===== src/sv/fwis_pkg.sv =====
// shared constants and types of the fixed-weight index sampler
`timescale 1ns / 1ps

package fwis_pkg;

  // field widths
  localparam int WORD_W    = 64;
  localparam int STEP_W    = 6;
  localparam int CFG_W     = 13;
  localparam int CFG_IDX_W = 1;
  localparam int POS_W     = 12;
  localparam int CNT_W     = 13;

  // bitmap memory row geometry
  localparam int ROW_W     = 64;
  localparam int ROW_SEL_W = 6;

  // default largest vector length
  localparam int DEF_MAX_LENGTH = 4096;

  // register indexes
  localparam logic [CFG_IDX_W-1:0] REG_VECTOR_LENGTH = 1'b0;
  localparam logic [CFG_IDX_W-1:0] REG_TARGET_WEIGHT = 1'b1;

  // register reset values
  localparam logic [CFG_W-1:0] RST_VECTOR_LENGTH = 13'd4096;
  localparam logic [CFG_W-1:0] RST_TARGET_WEIGHT = 13'd16;

  // item op codes
  localparam logic OP_START = 1'b0;
  localparam logic OP_WORD  = 1'b1;

  // requests from the sequencer to the bitmap
  typedef struct packed {
    logic clear;
    logic lookup;
    logic set_ok;
  } map_req_t;

  // status from the bitmap to the sequencer
  typedef struct packed {
    logic busy;
    logic done;
    logic fresh;
  } map_rsp_t;

endpackage


===== src/sv/fwis_if.sv =====
// item channels of the fixed-weight index sampler
`timescale 1ns / 1ps

interface fwis_in_if import fwis_pkg::*; ();
  logic              valid;
  logic              ready;
  logic              op;
  logic [WORD_W-1:0] random_word;

  modport source (output valid, output op, output random_word, input ready);
  modport sink   (input valid, input op, input random_word, output ready);
endinterface

interface fwis_out_if import fwis_pkg::*; ();
  logic             valid;
  logic             ready;
  logic [POS_W-1:0] position;
  logic             newly_chosen;
  logic [CNT_W-1:0] chosen_count;
  logic             done_res;

  modport source (output valid, output position, output newly_chosen,
                  output chosen_count, output done_res, input ready);
  modport sink   (input valid, input position, input newly_chosen,
                  input chosen_count, input done_res, output ready);
endinterface


===== src/sv/fwis_div.sv =====
// bit-serial remainder unit: 64-bit word modulo the vector length
`timescale 1ns / 1ps

module fwis_div import fwis_pkg::*; #(
  parameter int CW = CFG_W
) (
  input  logic              clk_i,
  input  logic              rst_ni,
  input  logic              start_i,
  input  logic [WORD_W-1:0] dividend_i,
  input  logic [CW-1:0]     divisor_i,
  output logic              done_o,
  output logic [CW-1:0]     rem_o
);

  logic              busy_q;
  logic              done_q;
  logic [STEP_W-1:0] step_q;
  logic [WORD_W-1:0] dvd_q;
  logic [CW-1:0]     dvs_q;
  logic [CW-1:0]     rem_q;
  logic [CW:0]       trial;
  logic [CW-1:0]     rem_d;

  // one restoring step: shift in next dividend bit, subtract if it fits
  always_comb begin
    trial = {rem_q, dvd_q[WORD_W-1]};
    if (trial >= {1'b0, dvs_q}) begin
      trial = trial - {1'b0, dvs_q};
    end
    rem_d = trial[CW-1:0];
  end

  // control
  always_ff @(posedge clk_i or negedge rst_ni) begin
    if (!rst_ni) begin
      busy_q <= 1'b0;
      done_q <= 1'b0;
      step_q <= '0;
    end else begin
      done_q <= 1'b0;
      if (start_i) begin
        busy_q <= 1'b1;
        step_q <= '0;
      end else if (busy_q) begin
        step_q <= step_q + STEP_W'(1);
        if (step_q == STEP_W'(WORD_W - 1)) begin
          busy_q <= 1'b0;
          done_q <= 1'b1;
        end
      end
    end
  end

  // datapath
  always_ff @(posedge clk_i) begin
    if (start_i) begin
      dvd_q <= dividend_i;
      dvs_q <= divisor_i;
      rem_q <= '0;
    end else if (busy_q) begin
      dvd_q <= {dvd_q[WORD_W-2:0], 1'b0};
      rem_q <= rem_d;
    end
  end

  assign done_o = done_q;
  assign rem_o  = rem_q;

endmodule


===== src/sv/fwis_map.sv =====
// chosen-position bitmap: row memory with clearing pass and read-modify-write
`timescale 1ns / 1ps

module fwis_map import fwis_pkg::*; #(
  parameter int MAX_LENGTH = DEF_MAX_LENGTH,
  parameter int CW         = CFG_W
) (
  input  logic          clk_i,
  input  logic          rst_ni,
  input  map_req_t      req_i,
  input  logic [CW-1:0] pos_i,
  output map_rsp_t      rsp_o
);

  localparam int ROWS = (MAX_LENGTH + ROW_W - 1) / ROW_W;
  localparam int RAW  = (ROWS > 1) ? $clog2(ROWS) : 1;

  typedef enum logic [1:0] {
    MS_CLEAR,
    MS_IDLE,
    MS_CHECK
  } map_state_e;

  map_state_e           state_q;
  logic [RAW-1:0]       clr_row_q;
  logic [RAW-1:0]       row_q;
  logic [ROW_SEL_W-1:0] bit_q;
  logic                 set_ok_q;
  logic                 done_q;
  logic                 fresh_q;

  logic [ROW_W-1:0]     row_mem [ROWS];
  logic [ROW_W-1:0]     rdata_q;
  logic [RAW-1:0]       raddr;
  logic                 we;
  logic [RAW-1:0]       waddr;
  logic [ROW_W-1:0]     wdata;
  logic                 fresh;

  // lookup address and update of the addressed row
  always_comb begin
    raddr = pos_i[ROW_SEL_W +: RAW];
    fresh = set_ok_q && !rdata_q[bit_q];
    we    = 1'b0;
    waddr = row_q;
    wdata = rdata_q | (ROW_W'(1) << bit_q);
    if (state_q == MS_CLEAR) begin
      we    = 1'b1;
      waddr = clr_row_q;
      wdata = '0;
    end else if (state_q == MS_CHECK) begin
      we    = fresh;
    end
  end

  // row memory, one write and one registered read per cycle
  always_ff @(posedge clk_i) begin
    if (we) begin
      row_mem[waddr] <= wdata;
    end
    rdata_q <= row_mem[raddr];
  end

  // sequencer of clearing pass and lookups
  always_ff @(posedge clk_i or negedge rst_ni) begin
    if (!rst_ni) begin
      state_q   <= MS_CLEAR;
      clr_row_q <= '0;
      row_q     <= '0;
      bit_q     <= '0;
      set_ok_q  <= 1'b0;
      done_q    <= 1'b0;
      fresh_q   <= 1'b0;
    end else begin
      done_q <= 1'b0;
      unique case (state_q)
        MS_CLEAR: begin
          clr_row_q <= clr_row_q + RAW'(1);
          if (clr_row_q == RAW'(ROWS - 1)) begin
            clr_row_q <= '0;
            done_q    <= 1'b1;
            fresh_q   <= 1'b0;
            state_q   <= MS_IDLE;
          end
        end
        MS_IDLE: begin
          if (req_i.clear) begin
            state_q <= MS_CLEAR;
          end else if (req_i.lookup) begin
            row_q    <= raddr;
            bit_q    <= pos_i[ROW_SEL_W-1:0];
            set_ok_q <= req_i.set_ok;
            state_q  <= MS_CHECK;
          end
        end
        MS_CHECK: begin
          done_q  <= 1'b1;
          fresh_q <= fresh;
          state_q <= MS_IDLE;
        end
        default: begin
          state_q <= MS_IDLE;
        end
      endcase
    end
  end

  assign rsp_o.busy  = (state_q != MS_IDLE);
  assign rsp_o.done  = done_q;
  assign rsp_o.fresh = fresh_q;

endmodule


===== src/sv/fixed_weight_index_sampler_unit.sv =====
// Fixed-weight index sampler: picks distinct positions below the vector length.
// Channels: in_i carries items (op, random_word), out_o carries one result item
// (position, newly_chosen, chosen_count, done_res) per input item, both
// valid/ready. Registers vector_length and target_weight are written through
// cfg_we_i / cfg_idx_i / cfg_data_i; the user writes them only while no item
// is in flight, and the block itself does not enforce this.
// A word item passes 64 steps of the bit-serial remainder unit, the hand-over
// of the remainder with the read of the bitmap row, a check and write-back, a
// count update, and the load of the output register, which waits while the
// receiver stalls a held result. A start item clears the bitmap one 64-bit
// row a cycle. One item is worked on at a time; the next is taken once the
// result sits in the output register, so a stalled receiver holds the result
// while the block takes and works on the next item.
// Reset: registers return to length 4096 and weight 16, the count goes to zero,
// and a clearing pass wipes the bitmap; in_i.ready stays low until it ends.
`timescale 1ns / 1ps

module fixed_weight_index_sampler_unit import fwis_pkg::*; #(
  parameter int MAX_LENGTH = DEF_MAX_LENGTH
) (
  input  logic                 clk_i,
  input  logic                 rst_ni,
  fwis_in_if.sink              in_i,
  fwis_out_if.source           out_o,
  input  logic                 cfg_we_i,
  input  logic [CFG_IDX_W-1:0] cfg_idx_i,
  input  logic [CFG_W-1:0]     cfg_data_i
);

  localparam int NW = $clog2(MAX_LENGTH + 1);
  localparam int CW = (NW > CFG_W) ? NW : CFG_W;

  typedef enum logic [2:0] {
    ST_IDLE,
    ST_DIV,
    ST_LOOK,
    ST_CLEAR,
    ST_FINISH
  } state_e;

  state_e           state_q;
  logic [CFG_W-1:0] len_q;
  logic [CFG_W-1:0] tgt_q;
  logic [CNT_W-1:0] cnt_q;
  logic [POS_W-1:0] res_pos_q;
  logic             res_fresh_q;
  logic             out_valid_q;
  logic [POS_W-1:0] out_pos_q;
  logic             out_fresh_q;
  logic [CNT_W-1:0] out_cnt_q;
  logic             out_done_q;

  logic [CW-1:0]    len_ext;
  logic [CW-1:0]    tgt_ext;
  logic [CW-1:0]    cnt_ext;
  logic [CW-1:0]    n_eff;
  logic [CW-1:0]    t_eff;
  logic             in_acc;
  logic             div_start;
  logic             div_done;
  logic [CW-1:0]    div_rem;
  map_req_t         map_req;
  map_rsp_t         map_rsp;

  // effective length and target
  always_comb begin
    len_ext = CW'(len_q);
    tgt_ext = CW'(tgt_q);
    cnt_ext = CW'(cnt_q);
    if (len_ext == '0) begin
      n_eff = CW'(1);
    end else if (len_ext > CW'(MAX_LENGTH)) begin
      n_eff = CW'(MAX_LENGTH);
    end else begin
      n_eff = len_ext;
    end
    t_eff = (tgt_ext < n_eff) ? tgt_ext : n_eff;
  end

  // handshake and unit requests
  assign in_i.ready     = (state_q == ST_IDLE) && !map_rsp.busy;
  assign in_acc         = in_i.valid && in_i.ready;
  assign div_start      = in_acc && (in_i.op == OP_WORD);
  assign map_req.clear  = in_acc && (in_i.op == OP_START);
  assign map_req.lookup = (state_q == ST_DIV) && div_done;
  assign map_req.set_ok = (cnt_ext < t_eff);

  // configuration registers
  always_ff @(posedge clk_i or negedge rst_ni) begin
    if (!rst_ni) begin
      len_q <= RST_VECTOR_LENGTH;
      tgt_q <= RST_TARGET_WEIGHT;
    end else if (cfg_we_i) begin
      unique case (cfg_idx_i)
        REG_VECTOR_LENGTH: len_q <= cfg_data_i;
        REG_TARGET_WEIGHT: tgt_q <= cfg_data_i;
        default: ;
      endcase
    end
  end

  // item sequencer with count and output register
  always_ff @(posedge clk_i or negedge rst_ni) begin
    if (!rst_ni) begin
      state_q     <= ST_IDLE;
      cnt_q       <= '0;
      res_pos_q   <= '0;
      res_fresh_q <= 1'b0;
      out_valid_q <= 1'b0;
      out_pos_q   <= '0;
      out_fresh_q <= 1'b0;
      out_cnt_q   <= '0;
      out_done_q  <= 1'b0;
    end else begin
      if (out_valid_q && out_o.ready) begin
        out_valid_q <= 1'b0;
      end
      unique case (state_q)
        ST_IDLE: begin
          if (in_acc) begin
            if (in_i.op == OP_START) begin
              cnt_q       <= '0;
              res_pos_q   <= '0;
              res_fresh_q <= 1'b0;
              state_q     <= ST_CLEAR;
            end else begin
              state_q <= ST_DIV;
            end
          end
        end
        ST_DIV: begin
          if (div_done) begin
            res_pos_q <= div_rem[POS_W-1:0];
            state_q   <= ST_LOOK;
          end
        end
        ST_LOOK: begin
          if (map_rsp.done) begin
            res_fresh_q <= map_rsp.fresh;
            cnt_q       <= cnt_q + CNT_W'(map_rsp.fresh);
            state_q     <= ST_FINISH;
          end
        end
        ST_CLEAR: begin
          if (map_rsp.done) begin
            state_q <= ST_FINISH;
          end
        end
        ST_FINISH: begin
          if (!out_valid_q || out_o.ready) begin
            out_valid_q <= 1'b1;
            out_pos_q   <= res_pos_q;
            out_fresh_q <= res_fresh_q;
            out_cnt_q   <= cnt_q;
            out_done_q  <= (cnt_ext >= t_eff);
            state_q     <= ST_IDLE;
          end
        end
        default: begin
          state_q <= ST_IDLE;
        end
      endcase
    end
  end

  assign out_o.valid        = out_valid_q;
  assign out_o.position     = out_pos_q;
  assign out_o.newly_chosen = out_fresh_q;
  assign out_o.chosen_count = out_cnt_q;
  assign out_o.done_res     = out_done_q;

  // remainder unit
  fwis_div #(
    .CW (CW)
  ) u_div (
    .clk_i      (clk_i),
    .rst_ni     (rst_ni),
    .start_i    (div_start),
    .dividend_i (in_i.random_word),
    .divisor_i  (n_eff),
    .done_o     (div_done),
    .rem_o      (div_rem)
  );

  // chosen-position bitmap
  fwis_map #(
    .MAX_LENGTH (MAX_LENGTH),
    .CW         (CW)
  ) u_map (
    .clk_i  (clk_i),
    .rst_ni (rst_ni),
    .req_i  (map_req),
    .pos_i  (div_rem),
    .rsp_o  (map_rsp)
  );

endmodule


===== src/flat_wrapper.sv =====
// flat-port wrapper written by rule: the top's interface ports become plain ports
module fixed_weight_index_sampler_unit_flat import fwis_pkg::*;
#(
  parameter int MAX_LENGTH = DEF_MAX_LENGTH
)
  (clk_i, rst_ni, cfg_we_i, cfg_idx_i, cfg_data_i, in_i_valid, in_i_op, in_i_random_word, in_i_ready, out_o_valid, out_o_position, out_o_newly_chosen, out_o_chosen_count, out_o_done_res, out_o_ready);
  fwis_in_if in_i_i ();
  fwis_out_if out_o_i ();
  input  logic clk_i;
  input  logic rst_ni;
  input  logic cfg_we_i;
  input  logic [CFG_IDX_W-1:0] cfg_idx_i;
  input  logic [CFG_W-1:0] cfg_data_i;
  input wire logic [$bits(in_i_i.valid)-1:0] in_i_valid;
  input wire logic [$bits(in_i_i.op)-1:0] in_i_op;
  input wire logic [$bits(in_i_i.random_word)-1:0] in_i_random_word;
  output wire logic [$bits(in_i_i.ready)-1:0] in_i_ready;
  output wire logic [$bits(out_o_i.valid)-1:0] out_o_valid;
  output wire logic [$bits(out_o_i.position)-1:0] out_o_position;
  output wire logic [$bits(out_o_i.newly_chosen)-1:0] out_o_newly_chosen;
  output wire logic [$bits(out_o_i.chosen_count)-1:0] out_o_chosen_count;
  output wire logic [$bits(out_o_i.done_res)-1:0] out_o_done_res;
  input wire logic [$bits(out_o_i.ready)-1:0] out_o_ready;
  assign in_i_i.valid = in_i_valid;
  assign in_i_i.op = in_i_op;
  assign in_i_i.random_word = in_i_random_word;
  assign in_i_ready = in_i_i.ready;
  assign out_o_valid = out_o_i.valid;
  assign out_o_position = out_o_i.position;
  assign out_o_newly_chosen = out_o_i.newly_chosen;
  assign out_o_chosen_count = out_o_i.chosen_count;
  assign out_o_done_res = out_o_i.done_res;
  assign out_o_i.ready = out_o_ready;
  fixed_weight_index_sampler_unit #(.MAX_LENGTH(MAX_LENGTH)) u_core (.clk_i(clk_i), .rst_ni(rst_ni), .in_i(in_i_i), .out_o(out_o_i), .cfg_we_i(cfg_we_i), .cfg_idx_i(cfg_idx_i), .cfg_data_i(cfg_data_i));
endmodule

===== config.mk =====
export PLATFORM = sky130hd
export DESIGN_NAME = fixed_weight_index_sampler_unit_flat
export DESIGN_NICKNAME = d
export VERILOG_FILES = /design/src/sv/fwis_pkg.sv /design/src/sv/fwis_if.sv /design/src/sv/fwis_div.sv /design/src/sv/fwis_map.sv /design/src/sv/fixed_weight_index_sampler_unit.sv /design/src/flat_wrapper.sv
export SDC_FILE = /design/constraint.sdc
export NUM_CORES = 2
export LEC_CHECK = 0
export BUFFER_PORTS_ARGS = -buffer_cell sky130_fd_sc_hd__buf_4
export CAP_MARGIN = 20
export CORE_ASPECT_RATIO = 1.25
export CORE_MARGIN = 2
export CORE_UTILIZATION = 31
export DETAILED_ROUTE_END_ITERATION = 8
export SETUP_SLACK_MARGIN = 0.4
export SLEW_MARGIN = 20
export SYNTH_ARGS = -nofsm -noshare
export SYNTH_HDL_FRONTEND = slang
export SYNTH_HIERARCHICAL = 1
export SYNTH_SLANG_ARGS = --single-unit

===== constraint.sdc =====
create_clock -name clk_i -period 16.9 [get_ports clk_i]
set_input_delay 1.69 -clock clk_i [delete_from_list [all_inputs] [get_ports clk_i]]
set_output_delay 1.69 -clock clk_i [all_outputs]
set_load 0.01 [all_outputs]

==> impl_summary.log <==
[metrics] most frequently used flop master after synthesis: sky130_fd_sc_hd__edfxtp_1
[metrics] largest clock skew in the final design: between 0.09 and 0.1 ns
[metrics] fin. max-slew vios: 0
[metrics] most used cell along the critical path: sky130_fd_sc_hd__buf_4
[metrics] time the final worst path needs with I/O delays and setup: between 5 and 6 ns
[metrics] number of nets at the end of the flow: around 7,800
[metrics] normalized max-slew margin: between 20% and 30%
[metrics] Sum Neg Setup Slack: 0 ns
[metrics] top cells by area in the synthesized netlist: sky130_fd_sc_hd__edfxtp_1, sky130_fd_sc_hd__mux4_2, sky130_fd_sc_hd__dfrtp_1, sky130_fd_sc_hd__dfxtp_1, sky130_fd_sc_hd__mux2_2
[metrics] Slowest Stage Delay on Critical Path: a little over 1 ns
[metrics] fraction of the yosys area taken by sequential cells: ~77%
[metrics] antenna violations before repair: 9
[metrics] classification of the worst-slack hold path: reg -> reg
[metrics] Total GRT Usage: between 10% and 20%
[metrics] number of flops mapped to enable cells by yosys: 4,173
[metrics] clock tree root buffer cell: sky130_fd_sc_hd__clkbuf_16
[metrics] count of nets left with antenna violations after detail routing: 0
[metrics] final hold vios: 0
[metrics] worst hold stages: 2
[metrics] count of input and output buffers: ~110
[metrics] Overall Power: ~33 mW
[metrics] number of clock sinks: roughly 4,400
[metrics] standard cell with the maximum stage delay on the critical path: sky130_fd_sc_hd__dfrtp_2
[metrics] measured slew at the worst slew-check pin: between 1 and 1.5 ns
[metrics] Fin Hold WS: 0.477 ns
[metrics] most instantiated library cell after synthesis: sky130_fd_sc_hd__edfxtp_1
[metrics] post-DR vias/cell: ~5.3
[metrics] number of instances in the synthesized netlist: 7,204
[metrics] P&R area growth vs syn: 15.1%
[metrics] Maximum Capacitance Violations: 0
[metrics] Async SR Flop Fraction: around 2.6%
[metrics] post-CTS sizing: 0
[metrics] sort of element at the start of the critical path: flip-flop
[metrics] horizontal die dimension: approximately 660 um
[metrics] critical path required time: approximately 17 ns
[metrics] post-synthesis average cell area: between 20 and 25 sq um
[metrics] unrepaired setup endpoints after global routing: no
[metrics] crit end category: flip-flop
[metrics] cell accounting for the most synthesized area: sky130_fd_sc_hd__edfxtp_1
[metrics] Setup Buffers After CTS: 0
[metrics] clock tree from TritonCTS: done
[metrics] launch point of the worst hold path: u_core/res_fresh_q
[metrics] utilization after layout: a little over a third
[metrics] Inserted Clock Buffers: about 410
[metrics] Yosys warning total: 6
[metrics] clock transition at the registers of the reported paths: approximately 0.070 ns
[metrics] via count of the first global-routing pass: slightly above 80,000
[metrics] total via count in the routed design: 80,500
[metrics] highest clock rate: 182 MHz
[metrics] cell area after synthesis: ~170,000 sq um
[metrics] First DRT Iteration DRCs: 10,200
[metrics] Worst-Skew Late Latency: 0.99 ns
[metrics] Filler Cell Count: approximately 49,000
[metrics] CTS H-tree depth: 5
[metrics] final non-filler cell area: roughly 190,000 sq um
[metrics] wire length of the first global-routing pass: 633,000 um
[metrics] Post-Synthesis Net Count: between 7,000 and 8,000
[metrics] largest net degree at the start of global routing: 127
[metrics] starting density of the core: between 30% and 40%
[metrics] buffers from clock root to sink, at most: 4
[metrics] average wire per standard cell: 30.1 um
[metrics] final wirelength: about 460,000 um
[metrics] Top Ports: between 100 and 150
[metrics] area fraction of the dominant cell type after synthesis: around three quarters
[metrics] DRC viols: 0
[metrics] worst reg2reg startpoint: u_core/u_map/bit_q[1]
[metrics] total congestion overflow: 0
[metrics] Final setup violation count: 0
[metrics] Power Dens Cells: approximately 170 nW/um^2
[metrics] synthesis-stage register bit count: 4,364
[metrics] Synth top cells by count: sky130_fd_sc_hd__edfxtp_1, sky130_fd_sc_hd__mux4_2, sky130_fd_sc_hd__nand2_1, sky130_fd_sc_hd__clkbuf_1, sky130_fd_sc_hd__a22oi_1
[metrics] share of the clock period used by the worst path after layout: around a third
[metrics] Core Rows: ~300
[metrics] # hold bufs at CTS: 0
[metrics] worst hold path endpoint: u_core/out_o.newly_chosen
[metrics] register-to-register path setup slack: between 10 and 15 ns
[metrics] crit-path cells: mux2i_1 > mux4_2 > a22o_1 > o21ai_4 > buf_4 > buf_4 > a2111oi_2 > buf_4 > buf_4
[metrics] DIE AREA: approximately 550,000 sq um
[metrics] drt first pass iters: 8
[metrics] status: finished clean
[metrics] largest driver fanout on the critical path: between 40 and 50
[metrics] routability congestion estimate: ~0.86
[metrics] Peak VDD IR: approximately 0.18 mV
[metrics] static leakage: a little over 60 nW
[metrics] worst r2r path cells: 9
[metrics] worst flop-to-flop path endpoint: u_core/u_map/row_mem[36][47]
[metrics] post-synthesis cell type count: 88
[metrics] Worst EP arrival: approximately 6.0 ns
[metrics] cell area after placement: ~180,000 sq um
[metrics] layout cells sized above 1: 32.1%
[metrics] critical path type: reg -> reg
[metrics] DP HPWL: 243,000 um
[metrics] core outline area: around 540,000 sq um
[metrics] die span in y: roughly 830 um
[final cells by class]
type                    count  area [sq um]  share of cell area, %
inverters                  45           169                 0.0872
repair buffers            409          3990                   2.06
diodes                      5          12.5                0.00646
clock inverters           228          2320                   1.20
well taps                7144          8940                   4.62
multi-input cells        2398         37500                   19.4
clock buffers             516         10900                   5.65
flip-flops and latches   4364        130000                   67.0
[report_power, final]
part | switching [mW] | internal, mW | total, mW | leakage, nW
Combinational | 5.67 | 3.94 | 9.61 | 13.7
Clock | 4.01 | 5.19 | 9.20 | 6.46
Sequential | 0.453 | 13.9 | 14.4 | 40.3
Total | 10.1 | 23.1 | 33.2 | 60.5
[per-stage QoR]
stage               instances  setup slack [ns]
finish                  15100             11.41
global route            15100             11.10
floorplan                7204              4.52
global placement        14300             11.46
CTS                     15100             11.37
detailed placement      14300             11.45
[worst max-delay path by stage]
stage	startpoint	endpoint	cells past startpoint
floorplan	u_core/u_map/state_q[0]	u_core/u_map/row_mem[51][0]	6
global placement	u_core/u_map/bit_q[1]	u_core/u_map/row_mem[17][19]	9
detailed placement	u_core/u_div/rem_o[6]	u_core/u_map/rdata_q[38]	7
CTS	u_core/u_div/rem_o[6]	u_core/u_map/rdata_q[38]	7
global route	u_core/u_div/rem_o[6]	u_core/u_map/rdata_q[38]	7
finish	u_core/u_map/bit_q[1]	u_core/u_map/row_mem[36][47]	9
[worst max-delay path: cells and delay by family (launching register included)]
| kind | cells | cell delay, ns |
|---|---|---|
| DFF | 1 | 1.03 |
| AOI/OAI and AO/OA | 3 | 0.68 |
| muxes | 2 | 0.75 |
| buffers and inverters | 4 | 2.43 |
[layer usage]
metal  wire length (um)  GRT usage (%)  vias up
met2             234000           28.4     3759
li1                   -              -    31600
met1             169000           19.7    44300
met3              33100           2.62      830
met5                 12              0        -
met4              19000           6.29        2
[layout by cell type, fill, tap and decap left out, types with 73 or more instances in the layout]
| cell type | Yosys | routed |
|---|---|---|
| sky130_fd_sc_hd__edfxtp_1 | 4173 | 4173 |
| sky130_fd_sc_hd__mux4_2 | 1290 | 1290 |
| sky130_fd_sc_hd__clkbuf_16 | 0 | 414 |
| sky130_fd_sc_hd__buf_4 | 34 | 346 |
| sky130_fd_sc_hd__nand2_1 | 243 | 243 |
| sky130_fd_sc_hd__a22oi_1 | 130 | 130 |
| sky130_fd_sc_hd__dfrtp_1 | 112 | 111 |
| sky130_fd_sc_hd__mux2_2 | 100 | 100 |
| sky130_fd_sc_hd__clkinv_1 | 1 | 83 |
| sky130_fd_sc_hd__a21oi_1 | 83 | 81 |
| sky130_fd_sc_hd__clkbuf_1 | 220 | 80 |
| sky130_fd_sc_hd__dfxtp_1 | 77 | 73 |
[flip-flops by register name, indices dropped and copies added (netlist names), 12 cells and up]
name                       flops
u_core/len_ext                13
u_core/u_map/rdata_q          64
u_core/out_o.chosen_count     13
u_core/out_o.position         12
u_core/u_div/dvd_q            64
u_core/u_map/row_mem        4096
u_core/u_div/dvs_q            13
u_core/u_div/rem_o            13
u_core/cnt_ext                13
u_core/tgt_ext                13
u_core/res_pos_q              12
[kinds of logic after synthesis]
kind of cell	count (synthesis)	share of synthesized area, %
AOI/OAI and AO/OA	384	1.68
adders and majority gates	43	0.324
buffers and inverters	442	1.22
xor gates and xnor gates	24	0.125
and+or+nand+nor	515	1.38
DFF	4364	77.1
muxes	1432	18.2
Power figures use the tool's default switching activity.
